**src/rtl/savt_pkg.sv**
```systemverilog
`default_nettype none

package savt_pkg;

    // Width of one bitmap word searched by the second-level encoder
    localparam int unsigned WORD_W     = 32;
    localparam int unsigned WORD_BIT_W = 5;

    localparam logic [31:0] ALLOC_FAIL = 32'hFFFF_FFFF;

    typedef enum logic [1:0] {
        CMD_ALLOC = 2'd0,
        CMD_FREE  = 2'd1,
        CMD_GET   = 2'd2,
        CMD_SET   = 2'd3
    } cmd_t;

    // Commands from the controller to the datapath
    typedef struct packed {
        logic accept;    // capture a transaction this cycle
        logic clear_we;  // write zero at the clearing address, advance it
        logic respond;   // form and register the result
    } ctrl_cmd_t;

    // Status from the datapath to the controller
    typedef struct packed {
        logic clear_last;  // clearing address is at the last slot
    } ctrl_stat_t;

endpackage

`default_nettype wire

```
**src/rtl/savt_ctrl.sv**
```systemverilog
`default_nettype none

module savt_ctrl
(
    input  wire logic                clk,
    input  wire logic                rst_n,
    input  wire logic                start,
    input  wire savt_pkg::ctrl_stat_t stat,
    output      savt_pkg::ctrl_cmd_t  cmd,
    output      logic                busy
);
    import savt_pkg::*;

    typedef enum logic [2:0] {
        ST_CLEAR = 3'b001,
        ST_IDLE  = 3'b010,
        ST_RESP  = 3'b100
    } state_t;

    state_t state_reg;
    state_t state_next;

    always_ff @(posedge clk or negedge rst_n)
    begin
        if (!rst_n)
        begin
            state_reg <= ST_CLEAR;
        end
        else
        begin
            state_reg <= state_next;
        end
    end

    always_comb
    begin
        state_next   = state_reg;
        cmd.accept   = 1'b0;
        cmd.clear_we = 1'b0;
        cmd.respond  = 1'b0;
        busy         = 1'b1;
        unique case (state_reg)
            ST_CLEAR:
            begin
                cmd.clear_we = 1'b1;
                if (stat.clear_last)
                begin
                    state_next = ST_IDLE;
                end
            end
            ST_IDLE:
            begin
                busy = 1'b0;
                if (start)
                begin
                    cmd.accept = 1'b1;
                    state_next = ST_RESP;
                end
            end
            ST_RESP:
            begin
                cmd.respond = 1'b1;
                state_next  = ST_IDLE;
            end
            default:
            begin
                state_next = ST_CLEAR;
            end
        endcase
    end

endmodule

`default_nettype wire

```
**src/rtl/savt_datapath.sv**
```systemverilog
`default_nettype none

module savt_datapath
#(
    parameter int unsigned NUM_SLOTS = 128
)
(
    input  wire logic                clk,
    input  wire logic                rst_n,
    input  wire savt_pkg::ctrl_cmd_t  cmd,
    output      savt_pkg::ctrl_stat_t stat,
    input  wire logic [1:0]          command,
    input  wire logic [31:0]         slot_index,
    input  wire logic [31:0]         write_value,
    output      logic [31:0]         result_data,
    output      logic                ok,
    output      logic                done
);
    import savt_pkg::*;

    localparam int unsigned SLOT_W     = (NUM_SLOTS > 1) ? $clog2(NUM_SLOTS) : 1;
    localparam int unsigned NUM_WORDS  = (NUM_SLOTS + WORD_W - 1) / WORD_W;
    localparam int unsigned WORD_IDX_W = (NUM_WORDS > 1) ? $clog2(NUM_WORDS) : 1;
    localparam int unsigned FULL_W     = WORD_IDX_W + WORD_BIT_W;

    // Used-bit map, one flop per slot
    logic [NUM_SLOTS-1:0]        used_reg;
    logic [NUM_SLOTS-1:0]        used_next;
    logic [NUM_WORDS*WORD_W-1:0] used_pad;
    logic [NUM_WORDS-1:0]        word_free;
    logic [WORD_IDX_W-1:0]       first_word;

    // Value table
    logic [31:0]       value_mem [NUM_SLOTS];
    logic [31:0]       rd_data_reg;
    logic              mem_we;
    logic [SLOT_W-1:0] mem_addr;
    logic [31:0]       mem_wdata;
    logic [SLOT_W-1:0] clr_addr_reg;

    // Captured transaction
    cmd_t                  cmd_reg;
    logic                  in_range_reg;
    logic [WORD_IDX_W-1:0] word_idx_reg;
    logic                  any_free_reg;

    logic                  in_range;
    cmd_t                  cmd_in;
    logic [WORD_W-1:0]     sel_word;
    logic [WORD_BIT_W-1:0] first_bit;
    logic [FULL_W-1:0]     alloc_slot;
    logic                  alloc_set;

    logic [31:0] result_data_reg;
    logic [31:0] result_data_next;
    logic        ok_reg;
    logic        ok_next;
    logic        done_reg;

    assign cmd_in   = cmd_t'(command);
    assign in_range = (slot_index < 32'(NUM_SLOTS));

    // Pad the map to whole words; pad bits read as used
    always_comb
    begin
        used_pad                  = '1;
        used_pad[NUM_SLOTS-1:0]   = used_reg;
    end

    // First level: lowest word with a free bit
    always_comb
    begin
        first_word = '0;
        for (int w = NUM_WORDS - 1; w >= 0; w--)
        begin
            word_free[w] = ~&used_pad[w*WORD_W +: WORD_W];
            if (word_free[w])
            begin
                first_word = WORD_IDX_W'(w);
            end
        end
    end

    // Second level: lowest free bit in the captured word
    always_comb
    begin
        sel_word  = used_pad[{word_idx_reg, {WORD_BIT_W{1'b0}}} +: WORD_W];
        first_bit = '0;
        for (int b = WORD_W - 1; b >= 0; b--)
        begin
            if (!sel_word[b])
            begin
                first_bit = WORD_BIT_W'(b);
            end
        end
        alloc_slot = {word_idx_reg, first_bit};
        alloc_set  = cmd.respond && (cmd_reg == CMD_ALLOC) && any_free_reg;
    end

    always_comb
    begin
        used_next = used_reg;
        for (int i = 0; i < NUM_SLOTS; i++)
        begin
            if (cmd.accept && (cmd_in == CMD_FREE) && in_range &&
                (slot_index[SLOT_W-1:0] == SLOT_W'(i)))
            begin
                used_next[i] = 1'b0;
            end
            if (alloc_set && (alloc_slot == FULL_W'(i)))
            begin
                used_next[i] = 1'b1;
            end
        end
    end

    always_comb
    begin
        result_data_next = '0;
        ok_next          = 1'b0;
        case (cmd_reg)
            CMD_ALLOC:
            begin
                result_data_next = any_free_reg ? 32'(alloc_slot) : ALLOC_FAIL;
                ok_next          = any_free_reg;
            end
            CMD_FREE:
            begin
                ok_next = 1'b1;
            end
            CMD_GET:
            begin
                result_data_next = in_range_reg ? rd_data_reg : '0;
                ok_next          = in_range_reg;
            end
            CMD_SET:
            begin
                ok_next = in_range_reg;
            end
            default:
            begin
                ok_next = 1'b0;
            end
        endcase
    end

    always_ff @(posedge clk or negedge rst_n)
    begin
        if (!rst_n)
        begin
            used_reg     <= '0;
            clr_addr_reg <= '0;
            done_reg     <= 1'b0;
        end
        else
        begin
            used_reg <= used_next;
            done_reg <= cmd.respond;
            if (cmd.clear_we)
            begin
                clr_addr_reg <= clr_addr_reg + SLOT_W'(1);
            end
        end
    end

    always_ff @(posedge clk)
    begin
        if (cmd.accept)
        begin
            cmd_reg      <= cmd_in;
            in_range_reg <= in_range;
            word_idx_reg <= first_word;
            any_free_reg <= |word_free;
        end
        if (cmd.respond)
        begin
            result_data_reg <= result_data_next;
            ok_reg          <= ok_next;
        end
    end

    // Single write port shared by the clearing pass and set
    assign mem_we    = cmd.clear_we ||
                       (cmd.accept && (cmd_in == CMD_SET) && in_range);
    assign mem_addr  = cmd.clear_we ? clr_addr_reg : slot_index[SLOT_W-1:0];
    assign mem_wdata = cmd.clear_we ? '0 : write_value;

    always_ff @(posedge clk)
    begin
        if (mem_we)
        begin
            value_mem[mem_addr] <= mem_wdata;
        end
        if (cmd.accept && in_range)
        begin
            rd_data_reg <= value_mem[slot_index[SLOT_W-1:0]];
        end
    end

    assign stat.clear_last = (clr_addr_reg == SLOT_W'(NUM_SLOTS - 1));
    assign result_data     = result_data_reg;
    assign ok              = ok_reg;
    assign done            = done_reg;

endmodule

`default_nettype wire

```
**src/rtl/slot_allocator_value_table_top.sv**
```systemverilog
`default_nettype none

// Slot allocator with a per-slot 32-bit value table. A transaction is taken
// at a rising edge with start high and busy low; its single result is
// registered on result_data/ok and done is high for exactly one cycle; the
// receiver cannot stall it, so capture it in that cycle. Each command has
// an accept cycle (first-level free-word search, value-table read or
// write, free of a used bit) and a response cycle (second-level search
// within the chosen 32-bit word, marking the slot used). busy drops again in
// the cycle in which done is high, so a new transaction may start there.
// After reset the value table is zeroed by a clearing pass over all
// NUM_SLOTS entries, one entry per cycle, with busy held high throughout.
module slot_allocator_value_table_top
#(
    parameter int unsigned NUM_SLOTS = 128
)
(
    input  wire logic        clk,
    input  wire logic        rst_n,
    input  wire logic        start,
    output      logic        busy,
    input  wire logic [1:0]  command,
    input  wire logic [31:0] slot_index,
    input  wire logic [31:0] write_value,
    output      logic [31:0] result_data,
    output      logic        ok,
    output      logic        done
);
    import savt_pkg::*;

    ctrl_cmd_t  cmd;
    ctrl_stat_t stat;

    // Sequence clearing, accept and response
    savt_ctrl u_ctrl
    (
        .clk   (clk),
        .rst_n (rst_n),
        .start (start),
        .stat  (stat),
        .cmd   (cmd),
        .busy  (busy)
    );

    // Bitmap, two-level free-slot search, value table and result register
    savt_datapath
    #(
        .NUM_SLOTS (NUM_SLOTS)
    )
    u_datapath
    (
        .clk         (clk),
        .rst_n       (rst_n),
        .cmd         (cmd),
        .stat        (stat),
        .command     (command),
        .slot_index  (slot_index),
        .write_value (write_value),
        .result_data (result_data),
        .ok          (ok),
        .done        (done)
    );

endmodule

`default_nettype wire
```
**config.mk**
```make
export PLATFORM = sky130hd
export DESIGN_NAME = slot_allocator_value_table_top
export DESIGN_NICKNAME = d
export VERILOG_FILES = /design/src/rtl/savt_pkg.sv /design/src/rtl/savt_ctrl.sv /design/src/rtl/savt_datapath.sv /design/src/rtl/slot_allocator_value_table_top.sv
export SDC_FILE = /design/constraint.sdc
export NUM_CORES = 2
export LEC_CHECK = 0
export BUFFER_PORTS_ARGS = -buffer_cell sky130_fd_sc_hd__buf_2
export CAP_MARGIN = 30
export CORE_ASPECT_RATIO = 1.25
export CORE_MARGIN = 1.5
export CORE_UTILIZATION = 50
export CTS_BUF_LIST = sky130_fd_sc_hd__clkbuf_8
export CTS_CLUSTER_DIAMETER = 50
export DETAILED_ROUTE_END_ITERATION = 7
export MAX_ROUTING_LAYER = met4
export PLACE_DENSITY = 0.65
export SETUP_SLACK_MARGIN = 0.5
export SLEW_MARGIN = 40
export SYNTH_ARGS = -nofsm -noshare
export SYNTH_HDL_FRONTEND = slang
export SYNTH_HIERARCHICAL = 1
export SYNTH_SLANG_ARGS = --single-unit
```
**constraint.sdc**
```tcl
create_clock -name clk -period 8.7 [get_ports clk]
set_input_delay 0.87 -clock clk [delete_from_list [all_inputs] [get_ports clk]]
set_output_delay 0.87 -clock clk [all_outputs]
set_load 0.01 [all_outputs]
```
==> impl_metrics.ini <==
[outcome]
status = complete, no violations

[cts]
clk_pin_slew_ps = 70
clockBufferDepth = 4
cts-resized-gates = 0
htree_levels = 6
cts_root_buf = clkbuf_8
cts_setup_buffers = 0
cts_buffers = 630
clock-sinks = 4306
clk-insertion-delay-late_ps = 1130
cts_tree = yes
cts_hold_buffers = 4

[synthesis]
syn_avg_cell_area_sq_um = 23.9
synth_xor_area_frac = 0.000317
yosys.area.top_type = edfxtp_1
synthFlopType = edfxtp_1
synth_nets = 7011
ys_ff_latch = 4306
synth.top_cells.by_area = edfxtp_1 (75%), mux4_2 (18%), dfrtp_1 (2.1%)
netlist_instances = 6941
synth-compound-area-share = 0.0131
synth_edf_count = 4167
yosysSeqAreaShare = 0.776
syn_area_sq_um = 166000
synth_top_family_by_area = multiplexers
synthMuxAreaShare = 0.187
yosysWarnings = 6
synth-adder-area-share = 0.0000755
ys_types = 65
synth_top_area_share = 0.755
async_reset_ff_frac = 0.0323
yosys.area_share.simple = 0.0138

[placed_design]
port-buffer-count = 103
finalWeightedCongestion = 0.907
pre_cts_ws_ps = 3050
hpwl_um = 271000
numPlacedInstances = 11400

[critical_path]
cp.required_ps = 9440
startpoint = u_ctrl/state_reg[0]$_DFFE_PN1P_
path_delay_family = simple AND/OR/NAND/NOR gates
worst-path-buf-inv = 2
critPathKind = register to register
arrival_ps = 5380
crit_chain = nor3b_2, buf_6, nand2b_1, o22ai_1, and2_1, nand2_1, nor2_4, buf_4
slowest_delay_ps = 820
crit_path_end_kind = register
path_max_fanout = 46
reg2reg_from = u_ctrl/state_reg[0]$_DFFE_PN1P_
critPathLaunchType = register
critPathSlowestCell = nor2_4

[power]
leakagePower_uw = 0.0555
swShare = 0.216
p_per_area_nw_per_um2 = 207
fin_total_pwr_uw = 38800
p_sw_uw = 8380
intPower_uw = 30500
clkPwrFrac = 0.388
p_seq_frac = 0.577
ir_drop_mv = 0.163
pwr-share-comb = 0.035

[min_path]
min-delay-start = slot_index[10]
worstHoldPathType = primary input to register

[floorplan]
start_util = 0.502
dieWidth_um = 518
die_height_um = 647
io_pins = 104
rows = 236
fp.coreArea_sq_um = 330000
die_area_sq_um = 335000

[sta]
setup_violations = 0
layout_min_cycle_time_ps = 4640
finClkSkew_ps = 76.7
slew_viol_final = 0
setup_tns_ps = 0
worst_pin_slew_ps = 907
rsz0062_at_grt = false
fin_crit_sh = 0.533
fmax_mhz = 216
max_slew_margin = 0.395
hold_viol_final = 0
fin_ws_ps = 4060

[global_routing]
grt_pass1_wl_um = 621000
grt_pass1_vias = 80900
antenna_found_initial = 33
grt_overflow = 0
gr-usage-all-layers = 0.272
grt_max_degree = 129

[cells_and_area]
drive_gt1_frac = 0.345
regMostFlops = u_datapath/value_mem
layout_commonest_cell = edfxtp_1
syn_to_final_growth_pct = 13.4
num-nets-final = 7732
instances_no_fill = 12600
layout_common_cells = edfxtp_1 (4,167), mux4_2 (1,358), clkbuf_8 (658)
largest_reg_flops = 4096

[detailed_routing]
wl_um = 442000
drc = 0
drtIter0Drc = 11300
antenna_left = 0
dr_total_vias = 81000
routedWlPerCell_um = 35.1
vias_per_cell = 6.44
firstDrtPassIters = 7

[job]
maxCapViolCount = 0
## synthesized netlist by cell type (all sizes together), types with 11 or more instances
cell type  count
edfxtp      4167
mux4        1358
o21ai        253
clkbuf       196
buf          167
nor2         159
dfrtp        138
nand2        123
nand4         48
nand3         43
nor2b         42
a21o          26
mux2          25
o31ai         24
inv           17
nor4          17
a21oi         14
nand2b        14
mux2i         11
## power by group through the flow
stage / combinational [uW] / clock [uW] / sequential [uW]
after floorplan: 849 / 0 / 22800
after global placement: 1360 / 0 / 22800
after detailed placement: 1370 / 0 / 22800
after CTS: 1380 / 15300 / 22400
after global routing: 1410 / 16200 / 22400
final: 1360 / 15100 / 22400
## worst register-to-register path, delay by kind of cell (launching register included)
kind            cells  cell delay (ps)
compound gates      1              590
simple gates        5             2100
buf+inv             2              970
flops               1              580
## final cells by class
class	count	area, sq um
Fill cell	23800	142000
Sequential cell	4306	129000
Multi-Input combinational cell	2255	36900
Clock buffer	658	9060
Tap cell	4403	5510
Timing Repair Buffer	452	5410
Clock inverter	457	2360
Antenna cell	35	87.6
Inverter	17	68.8
## stage by stage
step	cell area, sq um	utilization	hold WS (ps)
floorplan	166000	-	488
global placement	173000	0.525	512
finish	188000	0.569	252
detailed placement	176000	0.533	526
global route	188000	0.569	225
CTS	188000	0.568	173
## metal layers
| metal | vias up | part of all wire | global-route usage |
|---|---|---|---|
| met5 | - | 0 | - |
| met4 | 0 | 0.029 | 0.0816 |
| met3 | 671 | 0.10 | 0.0531 |
| met2 | 4697 | 0.49 | 0.422 |
| met1 | 44100 | 0.38 | 0.368 |
| li1 | 31600 | - | - |
## logic make-up after synthesis
kind of cell               Yosys count
xor gates and xnor gates             6
DFF                               4306
AOI/OAI and AO/OA                  372
buffers and inverters              380
adders and majority gates            1
muxes                             1394
and+or+nand+nor                    482
## worst paths after layout
kind	to	slack, ps	cells after the start
worst min-delay path	u_datapath/in_range_reg$_DFFE_PP_	250	4
max in group asynchronous	u_datapath/used_pad[107]$_DFFE_PN0P_	7110	3
worst max-delay path	u_datapath/value_mem[82][21]$_DFFE_PP_	4060	8
min in group asynchronous	u_datapath/done$_DFF_PN0_	360	2
worst max register to register	u_datapath/value_mem[82][21]$_DFFE_PP_	4060	8
worst min register to register	u_datapath/used_pad[46]$_DFFE_PN0P_	540	2
Note: power is estimated with default switching activity, not from simulation.
